<file path="src/rtl/wav_header_parser_macros.svh">
// Assertion macros used by the WAV header parser top level.
`ifndef WAV_HEADER_PARSER_MACROS_SVH
`define WAV_HEADER_PARSER_MACROS_SVH

`ifndef SYNTH

`define WAVHP_ASSERT_NEVER(label, cond, msg) \
    label: assert property (@(posedge clk) disable iff (!rst_n) !(cond)) else $error(msg);

`define WAVHP_ASSERT_IMPLIES(label, ante, cons, msg) \
    label: assert property (@(posedge clk) disable iff (!rst_n) (ante) |-> (cons)) \
        else $error(msg);

`else

`define WAVHP_ASSERT_NEVER(label, cond, msg)

`define WAVHP_ASSERT_IMPLIES(label, ante, cons, msg)

`endif

`endif

</file>
<file path="src/rtl/wavhp_pkg.sv">
// Types, codes and constants shared by the WAV header parser modules.
`default_nettype none

package wavhp_pkg;

    localparam logic [5:0] RIFF_LAST_IDX = 6'd3;
    localparam logic [5:0] HDR_LAST_IDX  = 6'd43;
    localparam logic [15:0] MONO_CHANNELS = 16'd1;
    localparam logic [15:0] PCM_FORMAT    = 16'd1;
    localparam logic [15:0] BITS_NARROW   = 16'd8;
    localparam logic [15:0] BITS_WIDE     = 16'd16;

    localparam logic [31:0] MAGIC_WORDS [4] = '{
        32'h4646_4952, 32'h4556_4157, 32'h2074_6D66, 32'h6174_6164
    };

    typedef enum logic [1:0] {
        KIND_HEADER = 2'd0,
        KIND_SAMPLE = 2'd1,
        KIND_ERROR  = 2'd2
    } wavhp_kind_t;

    typedef enum logic [2:0] {
        ERR_RIFF     = 3'd0,
        ERR_WAVE     = 3'd1,
        ERR_FMT      = 3'd2,
        ERR_DATA     = 3'd3,
        ERR_CHANNELS = 3'd4,
        ERR_BITS     = 3'd5,
        ERR_FORMAT   = 3'd6
    } wavhp_err_t;

    typedef enum logic [3:0] {
        PH_IDLE    = 4'b0001,
        PH_HEADER  = 4'b0010,
        PH_SAMPLES = 4'b0100,
        PH_STOP    = 4'b1000
    } wavhp_phase_t;

    typedef struct packed {
        logic [7:0] data_byte;
        logic       start_req;
    } wavhp_byte_t;

    typedef struct packed {
        logic [1:0]         kind;
        logic signed [15:0] sample_value;
        logic [31:0]        rate_hz;
        logic [31:0]        sample_count;
        logic               wide_samples;
        logic [2:0]         error_code;
        logic               last;
    } wavhp_result_t;

    typedef struct packed {
        logic       hit;
        logic [1:0] sel;
    } wavhp_magic_slot_t;

    // Which magic word, if any, covers a given header byte position.
    function automatic wavhp_magic_slot_t magic_slot(input logic [5:0] idx);
        wavhp_magic_slot_t s;
        case (idx) inside
            [6'd0:6'd3]:   s = '{hit: 1'b1, sel: 2'd0};
            [6'd8:6'd11]:  s = '{hit: 1'b1, sel: 2'd1};
            [6'd12:6'd15]: s = '{hit: 1'b1, sel: 2'd2};
            [6'd36:6'd39]: s = '{hit: 1'b1, sel: 2'd3};
            default:       s = '{hit: 1'b0, sel: 2'd0};
        endcase
        return s;
    endfunction

endpackage

`default_nettype wire

</file>
<file path="src/rtl/wav_header_parser.sv">
// Mono PCM WAV stream parser: top level with input, parse and result stages.
//
// Bytes enter on the byte channel (byte_valid, byte_stall, byte_data); a byte
// whose start_req is set begins a new file and abandons any file in progress.
// Results leave on the result channel (result_valid, result_stall, result):
// one error, one header, or one sample per transfer.
// A byte is registered, then parsed against the stored header state, and any
// result it produces is registered for output, so a result is presented only
// from the result register, after its byte has passed the input register. One
// byte is taken every cycle while the receiver keeps up; the single parse
// stage sets that rate.
// Header fields are read from the fixed 44-byte layout; the RIFF magic is
// checked after the fourth byte and the remaining checks after the last one.
// Bytes before a start, after an error or after the final sample are dropped.
// Reset returns the parser to idle, waiting for a start byte, with both
// stages empty. When the receiver stalls, the result stays held and one more
// byte is kept in the input register, after which byte_stall is raised.
`default_nettype none
`include "wav_header_parser_macros.svh"

module wav_header_parser
    import wavhp_pkg::*;
(
    input  wire logic          clk,
    input  wire logic          rst_n,
    input  wire logic          byte_valid,
    output logic               byte_stall,
    input  wire wavhp_byte_t   byte_data,
    output logic               result_valid,
    input  wire logic          result_stall,
    output wavhp_result_t      result
);

    logic          load_ok;
    logic          item_valid;
    wavhp_byte_t   item;
    logic          res_valid;
    wavhp_result_t res;

    wavhp_in_stage u_in_stage (
        .clk        (clk),
        .rst_n      (rst_n),
        .byte_valid (byte_valid),
        .byte_stall (byte_stall),
        .byte_data  (byte_data),
        .load_ok    (load_ok),
        .item_valid (item_valid),
        .item       (item)
    );

    wavhp_parse_core u_parse_core (
        .clk        (clk),
        .rst_n      (rst_n),
        .item_valid (item_valid),
        .item       (item),
        .load_ok    (load_ok),
        .res_valid  (res_valid),
        .res        (res)
    );

    wavhp_out_stage u_out_stage (
        .clk          (clk),
        .rst_n        (rst_n),
        .res_valid    (res_valid),
        .res          (res),
        .load_ok      (load_ok),
        .result_valid (result_valid),
        .result_stall (result_stall),
        .result       (result)
    );

    `WAVHP_ASSERT_IMPLIES(a_stall_only_when_blocked, byte_stall, item_valid && result_valid && result_stall, "Input stalled while the result stage could load.")
    `WAVHP_ASSERT_IMPLIES(a_error_fields_clear, result_valid && (result.kind == KIND_ERROR), !result.last && !result.wide_samples && (result.sample_count == 32'd0), "Error result carries header or sample fields.")
    `WAVHP_ASSERT_IMPLIES(a_empty_header_last, result_valid && (result.kind == KIND_HEADER) && (result.sample_count == 32'd0), result.last, "Header with no samples is not marked last.")
    `WAVHP_ASSERT_NEVER(a_kind_defined, result_valid && (result.kind != KIND_HEADER) && (result.kind != KIND_SAMPLE) && (result.kind != KIND_ERROR), "Result transfer with an undefined kind.")

endmodule

`default_nettype wire

</file>
<file path="src/rtl/wavhp_in_stage.sv">
// Input register that holds one byte transfer for the parse stage.
`default_nettype none

module wavhp_in_stage
    import wavhp_pkg::*;
(
    input  wire logic        clk,
    input  wire logic        rst_n,
    input  wire logic        byte_valid,
    output logic             byte_stall,
    input  wire wavhp_byte_t byte_data,
    input  wire logic        load_ok,
    output logic             item_valid,
    output wavhp_byte_t      item
);

    logic        valid_reg;
    logic        valid_next;
    wavhp_byte_t item_reg;
    logic        take;

    assign byte_stall = valid_reg && !load_ok;
    assign take       = byte_valid && !byte_stall;

    always_comb
    begin
        valid_next = valid_reg;
        if (take)
        begin
            valid_next = 1'b1;
        end
        else if (load_ok)
        begin
            valid_next = 1'b0;
        end
    end

    always_ff @(posedge clk or negedge rst_n)
    begin
        if (!rst_n)
        begin
            valid_reg <= 1'b0;
        end
        else
        begin
            valid_reg <= valid_next;
        end
    end

    always_ff @(posedge clk)
    begin
        if (take)
        begin
            item_reg <= byte_data;
        end
    end

    assign item_valid = valid_reg;
    assign item       = item_reg;

endmodule

`default_nettype wire

</file>
<file path="src/rtl/wavhp_parse_core.sv">
// Parse state and the per-byte header, check and sample logic.
`default_nettype none

module wavhp_parse_core
    import wavhp_pkg::*;
(
    input  wire logic        clk,
    input  wire logic        rst_n,
    input  wire logic        item_valid,
    input  wire wavhp_byte_t item,
    input  wire logic        load_ok,
    output logic             res_valid,
    output wavhp_result_t    res
);

    wavhp_phase_t phase_reg, phase_next;
    logic [5:0]   idx_reg, idx_next;
    logic [3:0]   flags_reg, flags_next;
    logic [15:0]  chan_reg, chan_next;
    logic [15:0]  fmt_reg, fmt_next;
    logic [15:0]  bits_reg, bits_next;
    logic [31:0]  rate_reg, rate_next;
    logic [31:0]  size_reg, size_next;
    logic [31:0]  left_reg, left_next;
    logic [7:0]   low_reg, low_next;
    logic         odd_reg, odd_next;

    wavhp_phase_t      phase_eff;
    logic [5:0]        idx_eff;
    logic [3:0]        flags_eff;
    wavhp_magic_slot_t slot;
    logic [7:0]        want;
    logic [7:0]        b;
    logic              wide;
    logic [31:0]       count;
    logic              hit;
    wavhp_result_t     r;

    always_comb
    begin
        b          = item.data_byte;
        phase_eff  = item.start_req ? PH_HEADER : phase_reg;
        idx_eff    = item.start_req ? 6'd0 : idx_reg;
        flags_eff  = item.start_req ? 4'hF : flags_reg;
        phase_next = phase_eff;
        idx_next   = idx_eff;
        flags_next = flags_eff;
        chan_next  = chan_reg;
        fmt_next   = fmt_reg;
        bits_next  = bits_reg;
        rate_next  = rate_reg;
        size_next  = size_reg;
        left_next  = left_reg;
        low_next   = low_reg;
        odd_next   = odd_reg;
        hit        = 1'b0;
        r          = '0;
        slot       = magic_slot(idx_eff);
        want       = MAGIC_WORDS[slot.sel][{idx_eff[1:0], 3'b000} +: 8];
        wide       = (bits_reg == BITS_WIDE);
        count      = '0;

        case (phase_eff)
            PH_HEADER:
            begin
                if (slot.hit && (b != want))
                begin
                    flags_next[slot.sel] = 1'b0;
                end
                case (idx_eff) inside
                    [6'd20:6'd21]: fmt_next[{idx_eff[0], 3'b000} +: 8] = b;
                    [6'd22:6'd23]: chan_next[{idx_eff[0], 3'b000} +: 8] = b;
                    [6'd24:6'd27]: rate_next[{idx_eff[1:0], 3'b000} +: 8] = b;
                    [6'd34:6'd35]: bits_next[{idx_eff[0], 3'b000} +: 8] = b;
                    [6'd40:6'd43]: size_next[{idx_eff[1:0], 3'b000} +: 8] = b;
                    default:       ;
                endcase

                if ((idx_eff == RIFF_LAST_IDX) && !flags_next[0])
                begin
                    hit          = 1'b1;
                    r.kind       = KIND_ERROR;
                    r.error_code = ERR_RIFF;
                    phase_next   = PH_STOP;
                end
                else if (idx_eff != HDR_LAST_IDX)
                begin
                    idx_next = 6'(idx_eff + 6'd1);
                end
                else
                begin
                    hit    = 1'b1;
                    r.kind = KIND_ERROR;
                    phase_next = PH_STOP;
                    if (!flags_next[1])
                    begin
                        r.error_code = ERR_WAVE;
                    end
                    else if (!flags_next[2])
                    begin
                        r.error_code = ERR_FMT;
                    end
                    else if (!flags_next[3])
                    begin
                        r.error_code = ERR_DATA;
                    end
                    else if (chan_reg != MONO_CHANNELS)
                    begin
                        r.error_code = ERR_CHANNELS;
                    end
                    else if ((bits_reg != BITS_NARROW) && (bits_reg != BITS_WIDE))
                    begin
                        r.error_code = ERR_BITS;
                    end
                    else if (fmt_reg != PCM_FORMAT)
                    begin
                        r.error_code = ERR_FORMAT;
                    end
                    else
                    begin
                        count          = wide ? {1'b0, size_next[31:1]} : size_next;
                        r.kind         = KIND_HEADER;
                        r.rate_hz      = rate_reg;
                        r.sample_count = count;
                        r.wide_samples = wide;
                        r.last         = (count == 32'd0);
                        left_next      = count;
                        odd_next       = 1'b0;
                        phase_next     = (count == 32'd0) ? PH_STOP : PH_SAMPLES;
                    end
                end
            end
            PH_SAMPLES:
            begin
                if (wide && !odd_reg)
                begin
                    low_next = b;
                    odd_next = 1'b1;
                end
                else
                begin
                    hit            = 1'b1;
                    odd_next       = 1'b0;
                    r.kind         = KIND_SAMPLE;
                    r.sample_value = wide ? {b, low_reg} : {{8{b[7]}}, b};
                    r.wide_samples = wide;
                    r.last         = (left_reg == 32'd1);
                    left_next      = 32'(left_reg - 32'd1);
                    if (left_reg == 32'd1)
                    begin
                        phase_next = PH_STOP;
                    end
                end
            end
            default:
            begin
                hit = 1'b0;
            end
        endcase
    end

    always_ff @(posedge clk or negedge rst_n)
    begin
        if (!rst_n)
        begin
            phase_reg <= PH_IDLE;
            idx_reg   <= '0;
            flags_reg <= '0;
        end
        else if (item_valid && load_ok)
        begin
            phase_reg <= phase_next;
            idx_reg   <= idx_next;
            flags_reg <= flags_next;
        end
    end

    always_ff @(posedge clk)
    begin
        if (item_valid && load_ok)
        begin
            chan_reg <= chan_next;
            fmt_reg  <= fmt_next;
            bits_reg <= bits_next;
            rate_reg <= rate_next;
            size_reg <= size_next;
            left_reg <= left_next;
            low_reg  <= low_next;
            odd_reg  <= odd_next;
        end
    end

    assign res_valid = item_valid && hit;
    assign res       = r;

endmodule

`default_nettype wire

</file>
<file path="src/rtl/wavhp_out_stage.sv">
// Result register that holds one result until the receiver takes it.
`default_nettype none

module wavhp_out_stage
    import wavhp_pkg::*;
(
    input  wire logic          clk,
    input  wire logic          rst_n,
    input  wire logic          res_valid,
    input  wire wavhp_result_t res,
    output logic               load_ok,
    output logic               result_valid,
    input  wire logic          result_stall,
    output wavhp_result_t      result
);

    logic          valid_reg;
    wavhp_result_t result_reg;

    assign load_ok = !valid_reg || !result_stall;

    always_ff @(posedge clk or negedge rst_n)
    begin
        if (!rst_n)
        begin
            valid_reg <= 1'b0;
        end
        else if (load_ok)
        begin
            valid_reg <= res_valid;
        end
    end

    always_ff @(posedge clk)
    begin
        if (load_ok && res_valid)
        begin
            result_reg <= res;
        end
    end

    assign result_valid = valid_reg;
    assign result       = result_reg;

endmodule

`default_nettype wire
</file>
<file path="config.mk">
export PLATFORM = sky130hd
export DESIGN_NAME = wav_header_parser
export DESIGN_NICKNAME = d
export VERILOG_FILES = /design/src/rtl/wavhp_pkg.sv /design/src/rtl/wav_header_parser.sv /design/src/rtl/wavhp_in_stage.sv /design/src/rtl/wavhp_parse_core.sv /design/src/rtl/wavhp_out_stage.sv
export VERILOG_INCLUDE_DIRS = /design/src /design/src/rtl
export SDC_FILE = /design/constraint.sdc
export NUM_CORES = 1
export LEC_CHECK = 0
export ABC_AREA = 1
export BUFFER_PORTS_ARGS = -buffer_cell sky130_fd_sc_hd__buf_2
export CORE_MARGIN = 2
export CORE_UTILIZATION = 65
export CTS_BUF_LIST = sky130_fd_sc_hd__clkbuf_8 sky130_fd_sc_hd__clkbuf_16
export CTS_CLUSTER_SIZE = 10
export DETAILED_ROUTE_END_ITERATION = 16
export PLACE_DENSITY = 0.86
export SKIP_CTS_REPAIR_TIMING = 1
export SYNTH_ARGS = -nofsm -noshare
export SYNTH_HDL_FRONTEND = slang
export SYNTH_SLANG_ARGS = --single-unit
export TNS_END_PERCENT = 5
</file>
<file path="constraint.sdc">
create_clock -name clk -period 8.8 [get_ports clk]
set_input_delay 1.76 -clock clk [delete_from_list [all_inputs] [get_ports clk]]
set_output_delay 1.76 -clock clk [all_outputs]
set_load 0.05 [all_outputs]
</file>
# After elaboration in Yosys (flattened, before gate mapping)
# Cells that the tools add are included.
dict set report op_classes {
  addsub 4
  magnitude_cmp 21
  n_eq_ne 20
  shift 5
  n_mux 104
  bitwise 11
  n_reduce_logical 42
}
# op count
set op_table {}
lappend op_table {{$mux 32} 18}
lappend op_table {{$bmux 32 s2} 1}
lappend op_table {{$bwmux 32} 2}
lappend op_table {{$mux 4} 16}
lappend op_table {{$pmux 32 s2} 1}
lappend op_table {{$bwmux 16} 3}
lappend op_table {{$eq 32x1->1 const B} 1}
lappend op_table {{$logic_not 32->1} 1}
lappend op_table {{$ne 16x1->1 const B} 2}
lappend op_table {{$shift 8x7->32 const A} 1}
lappend op_table {{$shiftx 32x6->8} 1}
lappend op_table {{$shiftx 8x7->32} 1}
lappend op_table {{$sub 32x1->32 const B} 1}
lappend op_table {{$mux 1} 31}
lappend op_table {{$mux 3} 10}
lappend op_table {{$mux 6} 4}
lappend op_table {{$logic_and 1x1->1} 19}
lappend op_table {{$ge 6x5->1 const B} 3}
lappend op_table {{$ge 6x6->1 const B} 3}
lappend op_table {{$le 6x5->1 const B} 3}
lappend op_table {{$le 6x6->1 const B} 3}
lappend op_table {{$mux 17} 1}
lappend op_table {{$eq 16x5->1 const B} 1}
lappend op_table {{$mux 2} 8}
lappend op_table {{46 further kinds} 72}
dict set report word_totals {
  regBits 265
  out_inout_bits 89
}

# Logic depth before layout (Yosys ltp)
# Gate-level depths: netlist of the first run.
dict set report logic_depth {
  word_depth 22
  mapped_depth 24
}

# By module
# A second synthesis of the first run with hierarchy kept.
dict set report hier_totals {
  cells_unflattened 1151
  hier_area_um2 12241.7
}
# mod n_inst cells_per_inst area_each_um2 seq_area_each_um2
set by_module_without_submodules {}
lappend by_module_without_submodules {wavhp_parse_core 1 1043 9260.1 4946.0}
lappend by_module_without_submodules {wavhp_out_stage 1 92 2653.8 2637.5}
lappend by_module_without_submodules {wavhp_in_stage 1 16 327.8 295.3}

# Worst setup path after synthesis of the first run
# No wires, ideal clock.
dict set report synth_timing {
  path_type {input port to flip-flop}
  start {input port result_stall}
  end {register u_out_stage.result_reg, in the netlist u_out_stage.result[0] (enable)}
  setup_time_ns 0.533
  t_arrival_ns 5.531
  path_slack_ns 2.737
  path_stages 3
  path_buffers 0
  path_cell_list {nand2_1 > inv_1 > nor2_1}
}
dict set report synth_between {
  elab_chain_len 3
}
# element line_no
set synth_lines {}
lappend synth_lines {{start, declared} wav_header_parser.sv:30} ;# input wire logic result_stall,
lappend synth_lines {{$logic_not 1->1} wavhp_out_stage.sv:20} ;# assign load_ok = !valid_reg || !result_stall;
lappend synth_lines {{$logic_or 1x1->1} wavhp_out_stage.sv:20}
lappend synth_lines {{$logic_and 1x1->1} wavhp_out_stage.sv:36} ;# if (load_ok && res_valid)
lappend synth_lines {{end signal, assigned} wavhp_out_stage.sv:38} ;# result_reg <= res;
lappend synth_lines {{end, declared} wavhp_out_stage.sv:18} ;# wavhp_result_t result_reg;
# No other way between the ends.
# A chain may end at the register's enable or synchronous reset.

# Final worst setup path of the first run
dict set report layout_timing {
  start {register u_in_stage.item_reg, in the netlist u_in_stage.item[0]}
  end {register u_out_stage.result_reg, in the netlist u_out_stage.result[68] (enable)}
}
dict set report layout_between {
  elab_chain_len 22
}
# element line_no
set layout_lines {}
lappend layout_lines {{start, declared} wavhp_in_stage.sv:19} ;# wavhp_byte_t item_reg;
lappend layout_lines {{start signal, assigned} wavhp_in_stage.sv:54} ;# item_reg <= byte_data;
lappend layout_lines {{$mux 6} wavhp_parse_core.sv:43} ;# idx_eff = item.start_req ? 6'd0 : idx_reg;
lappend layout_lines {{$ge 6x6->1 (implied by the code) / $le 6x6->1 (equally long branches)} wavhp_parse_core.sv:58} ;# slot = magic_slot(idx_eff);
lappend layout_lines {{$logic_and 1x1->1 (implied by the code)} wavhp_parse_core.sv:58}
lappend layout_lines {{$mux 3 (4 in series)} wavhp_pkg.sv:63} ;# case (idx) inside
lappend layout_lines {{$not 2->3 (implied by the code)} wavhp_parse_core.sv:59} ;# want = MAGIC_WORDS[slot.sel][{idx_eff[1:0], 3'b000} +: 8];
lappend layout_lines {{$bmux 32 s2} wavhp_parse_core.sv:59}
lappend layout_lines {{$mux 32 (implied by the code) (2 in series)} wavhp_parse_core.sv:59}
lappend layout_lines {{$shiftx 32x6->8} wavhp_parse_core.sv:59}
lappend layout_lines {{(+2 left out)} n/a}
lappend layout_lines {{$mux 4} wavhp_parse_core.sv:66} ;# if (slot.hit && (b != want))
lappend layout_lines {{$mux 4} wavhp_parse_core.sv:63} ;# case (phase_eff)
lappend layout_lines {{$logic_not 1->1} wavhp_parse_core.sv:79} ;# if ((idx_eff == RIFF_LAST_IDX) && !flags_next[0])
lappend layout_lines {{$logic_and 1x1->1} wavhp_parse_core.sv:79}
lappend layout_lines {{$mux 1} wavhp_parse_core.sv:79}
lappend layout_lines {{$pmux 1 s2 *} wavhp_parse_core.sv:63}
lappend layout_lines {{$logic_and 1x1->1 *} wavhp_parse_core.sv:193} ;# assign res_valid = item_valid && hit;
lappend layout_lines {{$logic_and 1x1->1 *} wavhp_out_stage.sv:36}
# Mark *: on every way between the ends. The rest lies on a longest branch, timed or not. The select of a mux whose other input is x is not followed.

==> impl_metrics.toml, run 1 <==
[synthesis]
synth_xor_area_share_pct = 1.36
synthMuxAreaShare_pct = 0
synth_nets = 1191
syn-cell-area_sq_um = 12200
synth_compound_area_share_pct = 5.04
ys_top_cells_by_area = "edfxtp_1, nand2_1, nor2_1, nand3_1, inv_1"
yosys_warnings = 0
postSynthAreaPerCell_sq_um = 10.4
synth_enable_flop_cells = 249
synth_top_area_cell = "edfxtp_1"
synth_top_area_share_pct = 61.2
synth_ff_type = "edfxtp_1"
async_reset_ff_share_pct = 6.04
synth_top_family_by_area = "simple AND/OR/NAND/NOR gates"
yosys.area_share.simple_pct = 23.5
ys_types = 48
synth-seq-cells = 265
synth_fa_ha_area_share_pct = 0.410
syn_inst = 1174
ys_seq_area_share_pct = 64.5

[pwr]
clkPwrFrac_pct = 31.6
ir_worst_vdd_uv = 219
power_frac_seq_pct = 46.6
p_per_area_nw_per_um2 = 252
pwr-share-comb_pct = 21.7
netSwitchingPower_w = 0.00113
leakagePower_nw = 5.56
swShare_pct = 32.4
p_int_w = 0.00235

[detailed_routing]
drc_errors = 0
wl_per_cell_microns = 18.4
first_pass_iters = 5
drtAntennaViolNets = 0
vias = 9062
wl_microns = 28300
vias_per_cell = 5.88
drtIter0Drc = 995

[global_routing]
grt_max_degree = 68
grt_antenna_before_repair = 0
track_usage_pct = 28.7
grt_pass1_wl_microns = 44300
gr-total-overflow = 0
grt_pass1_vias = 8452

[finish]
final_common_cell = "nand2_1"
fill_cells = 1262
nets = 1301
antenna_cells = 0
drive_gt1_share_pct = 17.8
area_delta_synth_final_pct = 12.8
fin_util_pct = 74.2
largest_register_ff_count = 87
final_cell_mix = "nand2_1, edfxtp_1, inv_1"

[run_status]
status = "completed"

[flow_run]
maxCapViolCount = 0

[sta]
fin_skew_ns = 0.0194
totalNegativeSetupSlack_ns = 0
drv_slew = 0
maxSlewHeadroom_pct = 18.4
period_minus_slack_ns = 4.71
timing.fmax_mhz = 212
tightest_slew_ns = 1.21
finalSetupViolCount = 0
hold_viol_final = 0
finalCritPeriodShare_pct = 53.5
rsz0062_at_grt = "false"

[setup_path]
critPathCaptureType = "register"
worstPathArrival_ns = 4.88
criticalPathCategory = "reg -> reg"
critPathRequiredTime_ns = 8.97
crit_path_max_fanout = 67
cp-start-kind = "register"

[clocking]
root_buffer = "clkbuf_16"
numCtsBuffers = 30
clk_latency_ns = 0.56
tritoncts = "built"
clock-sinks = 265
cts-htree-levels = 1
cts_buffer_depth = 3
clk_pin_slew_ns = 0.06

[die]
die_w_microns = 141
core_sq_um = 18600
rows = 50
io_pins = 102
die_y_microns = 141
initial_core_util_pct = 65.8
dieArea_sq_um = 19900

[place]
dp.final_hpwl_microns = 19200
gp_congestion = 0.940
port_buffers = 101

[min_path]
hold_class = "reg -> reg"
-- final timing paths --
kind / startpoint / to / slack [ns] / cells past startpoint
worst max-delay path: u_in_stage.item[0]$_DFFE_PP_ / u_out_stage.result[68]$_SDFFCE_PP0P_ / 4.09 / 15
worst min-delay path: u_parse_core.phase_reg[0]$_DFFE_PN1P_ / u_parse_core.phase_reg[0]$_DFFE_PN1P_ / 0.46 / 2
max in group asynchronous: rst_n / u_parse_core.phase_reg[0]$_DFFE_PN1P_ / 7.34 / 1
worst min register to register: u_parse_core.phase_reg[0]$_DFFE_PN1P_ / u_parse_core.phase_reg[0]$_DFFE_PN1P_ / 0.46 / 2
worst max register to register: u_in_stage.item[0]$_DFFE_PP_ / u_out_stage.result[68]$_SDFFCE_PP0P_ / 4.09 / 15
min in group asynchronous: rst_n / u_parse_core.phase_reg[3]$_DFFE_PN0P_ / 1.13 / 1
-- metrics by stage --
stage | setup slack [ns] | hold WS (ns) | cell area [sq um] | power [W] | instances
floorplan | 2.74 | 0.432 | 12200 | 0.00220 | 1174
CTS | 4.13 | 0.462 | 13800 | 0.00347 | 1542
detailed placement | 4.20 | 0.453 | 12900 | 0.00238 | 1486
global placement | 4.44 | 0.448 | 12900 | 0.00236 | 1486
finish | 4.09 | 0.458 | 13800 | 0.00347 | 1542
global route | 3.64 | 0.481 | 13800 | 0.00359 | 1542
-- synthesized netlist by cell type (2+ instances only) --
library cell  number
buf_2              4
nor3_1            31
buf_1              3
o21ai_1            2
ha_1               4
inv_4              2
clkinv_1           2
nand3b_1           2
xor2_1            13
nor4_1            13
nand2_1          256
o22ai_1            3
nand2_2            9
nand3_1           96
a21oi_1           27
buf_6              7
o211ai_1           2
inv_1            111
nor2_2            54
o21ai_0           55
nand4_1           13
edfxtp_1         249
dfrtp_1           15
nor2_1           135
nor2_4            13
a31oi_1            6
xnor2_1            6
or2_2              2
o21bai_1           2
a22oi_1            4
inv_2              2
clkbuf_1          15
-- area by class of cell --
cell class | instances | area, sq um | area share [%]
clock inverter | 25 | 95.1 | 0.690
tap | 234 | 293 | 2.12
sequential | 265 | 7880 | 57.2
timing repair buffer | 109 | 566 | 4.10
multi-input combinational | 761 | 3730 | 27.0
inverter | 117 | 444 | 3.22
clock buffer | 31 | 776 | 5.63
-- critical path, stage by stage (launching register included) --
cell and delay (ns):
edfxtp_1 0.67, inv_4 0.16, nand2_2 0.50, inv_2 0.35, o21ai_0 0.34, nand3_1 0.11, nand2_1 0.08, nor2_1 0.05
nand3_2 0.11, nor2_1 0.05, nor2_1 0.08, nand2_1 0.16, nor2_1 0.19, o31ai_1 0.14, nor2_4 0.49, buf_4 0.72
-- power by group through the flow --
stage | Clock (W) | Combinational (W) | Sequential, W
finish | 0.00110 | 0.000755 | 0.00162
floorplan | 0 | 0.000362 | 0.00184
global route | 0.00115 | 0.000813 | 0.00163
global placement | 0 | 0.000724 | 0.00164
CTS | 0.00110 | 0.000748 | 0.00162
detailed placement | 0 | 0.000741 | 0.00164
-- metal layers --
| metal | routed length (microns) | GRT usage (%) | vias up |
|---|---|---|---|
| met4 | 833 | 9.63 | 0 |
| met3 | 2690 | 4.45 | 75 |
| met1 | 11200 | 40.4 | 4214 |
| li1 | - | - | 4229 |
| met5 | 0 | 0 | - |
| met2 | 13500 | 46.4 | 544 |
-- cell families (layout without fill, tap and decap cells) --
| family | Yosys count | count (layout) |
|---|---|---|
| AOI/OAI and AO/OA | 110 | 110 |
| buffers and inverters | 148 | 282 |
| xor gates and xnor gates | 19 | 19 |
| DFF | 265 | 265 |
| and+or+nand+nor | 628 | 628 |
| adders and majority gates | 4 | 4 |
Power figures use the tool's default switching activity.
==> run 2, diff against run 1 <==
- ABC_AREA: 1 -> 0
- CORE_UTILIZATION: 65 -> 60
- PLACE_DENSITY: 0.86 -> 0.8
- clock period: 8.8 -> 4.6 ns (I/O delays scaled with it)
==> run 2 against run 1 <==
Routed wire length decreased by 4.0%. Flip-flop and latch count unchanged. Critical path depth decreased by 6. Combinational power increased by 75%. Critical path type unchanged. Critical endpoint is now u_out_stage.result[39]$_SDFFCE_PP0P_. Highest routed layer unchanged.
==> impl_metrics.toml, run 2 <==
[synthesis]
synth_nets = 1015
syn_inst = 998
synth_enable_flop_cells = 249
ys_types = 72
yosysMostFrequentCell = "edfxtp_1"
yosys_warnings = 0
ys_top_cells_by_count = "edfxtp_1, nor2_1, nand2_1, a21oi_1, clkbuf_1"
synth_ff_type = "edfxtp_1"
syn-cell-area_sq_um = 12100
synth_top_area_cell = "edfxtp_1"
synth_top_area_share_pct = 61.9
async_reset_ff_share_pct = 6.04
ys_top_cells_by_area = "edfxtp_1, nor2_1, dfrtp_1, mux2i_1, nand2_1"
ys_seq_area_share_pct = 65.3
synth-seq-cells = 265
postSynthAreaPerCell_sq_um = 12.1

[sta]
finalSetupViolCount = 0
finalCritPeriodShare_pct = 85.5
timing.fmax_mhz = 254
totalNegativeSetupSlack_ns = 0
fin_skew_ns = 0.0147
period_minus_slack_ns = 3.93
maxSlewHeadroom_pct = 19.3
tightest_slew_ns = 1.19
rsz0062_at_grt = "false"
holdWs_ns = 0.296
hold_viol_final = 0
drv_slew = 0
fin_ws_ns = 0.668

[die]
initial_core_util_pct = 61.6
io_pins = 102
dieArea_sq_um = 21300
rows = 51
core_sq_um = 19600
die_y_microns = 146
die_w_microns = 146

[finish]
drive_gt1_share_pct = 16.9
final_cell_mix = "edfxtp_1, nor2_1, buf_2"
nets = 1112
multiInputGateArea_sq_um = 3850
area_delta_synth_final_pct = 13.4
antenna_cells = 0
design_area_sq_um = 13700
fill_cells = 1364
final_common_cell = "edfxtp_1"
largest_register_ff_count = 87
final-seq-area_sq_um = 7880

[setup_path]
worstPathArrival_ns = 4.05
crit_family = "simple AND/OR/NAND/NOR gates"
critPathRequiredTime_ns = 4.72
critPathSlowestCell = "nor4b_2"
critPathCaptureType = "register"
crit_path_max_fanout = 87
critPathBufInv = 1
cp-start-kind = "register"
r2r_slack_ns = 0.67
slowest_delay_ns = 0.61
r2r_cells = 9
r2r-end = "u_out_stage.result[39]$_SDFFCE_PP0P_"
r2r-start = "u_parse_core.idx_reg[5]$_DFFE_PN0P_"
criticalPathCategory = "reg -> reg"
path_cells = "nor4b_2, and3_1, xnor2_1, nor4_1, nand4_1, o21ai_1, and2_1, o22ai_4, buf_4"

[run_status]
status = "completed"

[global_routing]
grt_max_degree = 88
grt_antenna_before_repair = 0
grt_pass1_wl_microns = 42700
gr-total-overflow = 0
track_usage_pct = 25.3
grt_pass1_vias = 7895

[clocking]
clock-sinks = 265
cts_buffer_depth = 3
numCtsBuffers = 30
tritoncts = "built"
cts-htree-levels = 1
clk_pin_slew_ns = 0.05
clk_latency_ns = 0.54
root_buffer = "clkbuf_16"

[detailed_routing]
vias_per_cell = 6.05
vias = 8298
drc_errors = 0
wl_microns = 27200
drtIter0Drc = 852
drtAntennaViolNets = 0
wl_per_cell_microns = 19.8
first_pass_iters = 6

[pwr]
leakagePower_nw = 5.22
p_per_area_nw_per_um2 = 473
ir_worst_vdd_uv = 363

[place]
port_buffers = 101
pre_cts_ws_ns = 0.824
dp.final_hpwl_microns = 18200
placed_area_sq_um = 12900
gp_congestion = 0.916

[min_path]
hold_class = "in -> async"

[flow_run]
maxCapViolCount = 0
run 2: cell types whose count changed in the layout (fill, tap and decap cells not counted), moves of 33 or more:
cell and delta:
nand2_1 -168, inv_1 -95, nand3_1 -83, nor2_2 -56, and3_1 +43, mux2i_1 +33
run 2: stage by stage:
stage	instances	util [%]	power [W]
after floorplan	998	-	0.00408
after global placement	1328	65.7	0.00442
after detailed placement	1328	65.7	0.00445
after CTS	1371	69.9	0.00648
after global routing	1371	69.9	0.00670
final	1371	69.9	0.00648
run 2: layout make-up:
cell class | count | share of cell area, %
sequential | 265 | 57.5
clock inverter | 11 | 0.311
tap | 265 | 2.42
clock buffer | 32 | 5.76
inverter | 35 | 0.959
multi-input combinational | 640 | 28.1
timing repair buffer | 123 | 4.90
run 2: how the worst max path moves through the flow:
stage | start | end | slack [ns] | cells after the start
after global routing | u_in_stage.item[0]$_DFFE_PP_ | u_parse_core.phase_reg[3]$_DFFE_PN0P_ | 0.35 | 12
after CTS | u_in_stage.item[0]$_DFFE_PP_ | u_parse_core.phase_reg[3]$_DFFE_PN0P_ | 0.81 | 12
final | u_parse_core.idx_reg[5]$_DFFE_PN0P_ | u_out_stage.result[39]$_SDFFCE_PP0P_ | 0.67 | 9
after floorplan | u_parse_core.idx_reg[4]$_DFFE_PN0P_ | u_parse_core.left_reg[0]$_DFFE_PP_ | 0.56 | 9
after detailed placement | u_in_stage.item[0]$_DFFE_PP_ | u_parse_core.phase_reg[3]$_DFFE_PN0P_ | 0.82 | 12
after global placement | result_stall | u_parse_core.rate_reg[13]$_DFFE_PP_ | 0.91 | 6
run 2: kinds of logic (layout without fill, tap and decap cells):
family | after synthesis | count (layout) | share of synthesized area (%)
AO/OA/AOI/OAI | 148 | 148 | 7.49
XOR/XNOR | 30 | 30 | 2.18
adder cells (fa/ha/maj) | 4 | 4 | 0.415
buffers and inverters | 93 | 201 | 3.08
flip-flops | 265 | 265 | 65.3
multiplexers | 42 | 42 | 3.61
AND/OR/NAND/NOR | 416 | 416 | 18.0
run 2: power by group:
part / internal, W / total, W / leakage (nW) / switching [W]
logic: 0.000324 / 0.00132 / 2.26 / 0.000999
registers: 0.00297 / 0.00310 / 2.51 / 0.000129
clock network: 0.00120 / 0.00205 / 0.446 / 0.000851
total: 0.00450 / 0.00648 / 5.22 / 0.00198
run 2: layer usage:
layer	wire, microns	track usage [%]
met3	2820	5.77
met4	743	8.73
met1	11400	36.4
met2	12200	38.4
met5	0	0
==> run 3, diff against run 2 <==
--- a/config.mk
+++ b/config.mk
@@ -15,4 +15,5 @@
 export DETAILED_ROUTE_END_ITERATION = 16
 export PLACE_DENSITY = 0.8
+export REMOVE_ABC_BUFFERS = 1
 export SKIP_CTS_REPAIR_TIMING = 1
 export SYNTH_ARGS = -nofsm -noshare
==> constraint.sdc (replaced) <==
create_clock -name clk -period 4.6 [get_ports clk]
set_input_delay 0.92 -clock clk [delete_from_list [all_inputs] [get_ports clk]]
set_output_delay 0.92 -clock clk [all_outputs]
set_load 0.02 [all_outputs]
==> run 3 against run 2 <==
First-iteration DRC count fell by 1.9%. Worst hold slack improved by 0.0029 ns. Power fell by 3.2%. Via count rose by 0.49%. Global-route usage rose by 0.85 points. Flip-flop and latch count did not move. Combinational power fell by 17%. Maximum frequency rose by 0.88%. Critical path depth rose by 2. Worst setup slack improved by 0.034 ns. Routed wire length rose by 3.2%. Cell count rose by 0.29%. Critical endpoint is now u_parse_core.phase_reg[3]$_DFFE_PN0P_.
==> impl_metrics.toml, run 3 (synthesized netlist as in run 2, its figures left out) <==
[clocking]
numCtsBuffers = 30
tritoncts = "built"
cts_buffer_depth = 3
root_buffer = "clkbuf_16"
clock-sinks = 265
cts-htree-levels = 1
clk_latency_ns = 0.55
clk_pin_slew_ns = 0.06

[global_routing]
grt_max_degree = 61
grt_pass1_vias = 8124
grt_pass1_wl_microns = 44200
track_usage_pct = 26.1
grt_antenna_before_repair = 0
gr-total-overflow = 0

[setup_path]
cp-endpoint = "u_parse_core.phase_reg[3]$_DFFE_PN0P_"
critPathLaunch = "u_parse_core.idx_reg[0]$_DFFE_PN0P_"
r2r_cells = 11
criticalPathCategory = "reg -> reg"
critPathRequiredTime_ns = 5.03
worstPathArrival_ns = 4.33
r2r-start = "u_parse_core.idx_reg[0]$_DFFE_PN0P_"
cp-start-kind = "register"
r2r-end = "u_parse_core.phase_reg[3]$_DFFE_PN0P_"
r2r_slack_ns = 0.70
critPathCaptureType = "register"
crit_path_max_fanout = 19

[die]
die_w_microns = 146
rows = 51
core_sq_um = 19600
dieArea_sq_um = 21300
initial_core_util_pct = 61.6
die_y_microns = 146
io_pins = 102

[sta]
timing.fmax_mhz = 257
rsz0062_at_grt = "false"
finalCritPeriodShare_pct = 84.7
tightest_slew_ns = 1.26
finalSetupViolCount = 0
fin_skew_ns = 0.0125
maxSlewHeadroom_pct = 15.0
period_minus_slack_ns = 3.90
totalNegativeSetupSlack_ns = 0
drv_slew = 0
holdWs_ns = 0.299
hold_viol_final = 0

[finish]
largest_register_ff_count = 87
drive_gt1_share_pct = 17.0
final_common_cell = "edfxtp_1"
fin_util_pct = 70.0
nets = 1114
final_cell_mix = "edfxtp_1, nor2_1, buf_2"
area_delta_synth_final_pct = 13.6

[pwr]
total_power_w = 0.00627
p_per_area_nw_per_um2 = 457
ir_worst_vdd_uv = 318
leakagePower_nw = 5.24
pwr-share-comb_pct = 17.5
p_int_w = 0.00450
clkPwrFrac_pct = 32.9
swShare_pct = 28.3
netSwitchingPower_w = 0.00177
power_frac_seq_pct = 49.5

[place]
dp.final_hpwl_microns = 19000
port_buffers = 101
gp_congestion = 0.911

[detailed_routing]
drc_errors = 0
vias = 8339
vias_per_cell = 6.06
drtIter0Drc = 836
wl_microns = 28100
first_pass_iters = 6
drtAntennaViolNets = 0
wl_per_cell_microns = 20.4

[run_status]
status = "completed"

[flow_run]
maxCapViolCount = 0

[min_path]
hold_class = "in -> async"
[run 3: cell count changes in the layout (fill, tap and decap cells not counted)]
cell / delta
diode_2: +1
clkinv_2: -1
nor2_2: +1
buf_4: +2
inv_1: +2
nor2_1: -1
[run 3: worst min path at each step]
stage	from	to	slack [ns]
3_5_place_dp	u_parse_core.phase_reg[0]$_DFFE_PN1P_	u_parse_core.phase_reg[0]$_DFFE_PN1P_	0.49
6_report	rst_n	u_in_stage.item_valid$_DFFE_PN0P_	0.30
2_1_floorplan	u_parse_core.phase_reg[0]$_DFFE_PN1P_	u_parse_core.phase_reg[0]$_DFFE_PN1P_	0.47
4_1_cts	rst_n	u_parse_core.idx_reg[4]$_DFFE_PN0P_	0.30
3_3_place_gp	u_parse_core.phase_reg[0]$_DFFE_PN1P_	u_parse_core.phase_reg[0]$_DFFE_PN1P_	0.49
5_1_grt	rst_n	u_parse_core.idx_reg[1]$_DFFE_PN0P_	0.32
[run 3: critical path, cell delays in order, from the launching register on]
cell,delay (ns)
dfrtp_1,0.63
nor2b_1,0.25
inv_2,0.17
ha_1,0.49
nand2_1,0.15
nor4bb_1,1.06
a22oi_1,0.36
nand3_1,0.16
a21oi_1,0.08
nand4_1,0.18
a21oi_1,0.09
a2bb2oi_1,0.14
[run 3: stage by stage]
step	area [sq um]	worst slack, ns	cells
after floorplan	11800	-2.93	940
after global placement	12900	1.01	1330
after detailed placement	12900	0.848	1330
after CTS	13700	0.810	1374
after global routing	13700	0.426	1374
final	13700	0.702	1375
[run 3: final cells by class]
cell class | count | area [sq um]
fill | 1392 | 5870
timing repair buffer | 125 | 686
multi-input combinational | 640 | 3850
clock inverter | 12 | 45.0
tap | 265 | 332
inverter | 35 | 131
sequential | 265 | 7880
clock buffer | 32 | 790
antenna | 1 | 2.50
[run 3: power by group through the flow]
stage	clock, W	combinational [W]	sequential [W]
5_1_grt	0.00218	0.00119	0.00312
6_report	0.00206	0.00110	0.00310
3_3_place_gp	0	0.00106	0.00314
2_1_floorplan	0	0.000576	0.00327
3_5_place_dp	0	0.00109	0.00315
4_1_cts	0.00208	0.00109	0.00310
[run 3: routing by layer]
| layer | track usage (%) | wire length (microns) |
|---|---|---|
| met5 | 0 | 0 |
| met4 | 9.95 | 832 |
| met3 | 4.08 | 2040 |
| met2 | 42.0 | 13500 |
| met1 | 36.5 | 11700 |
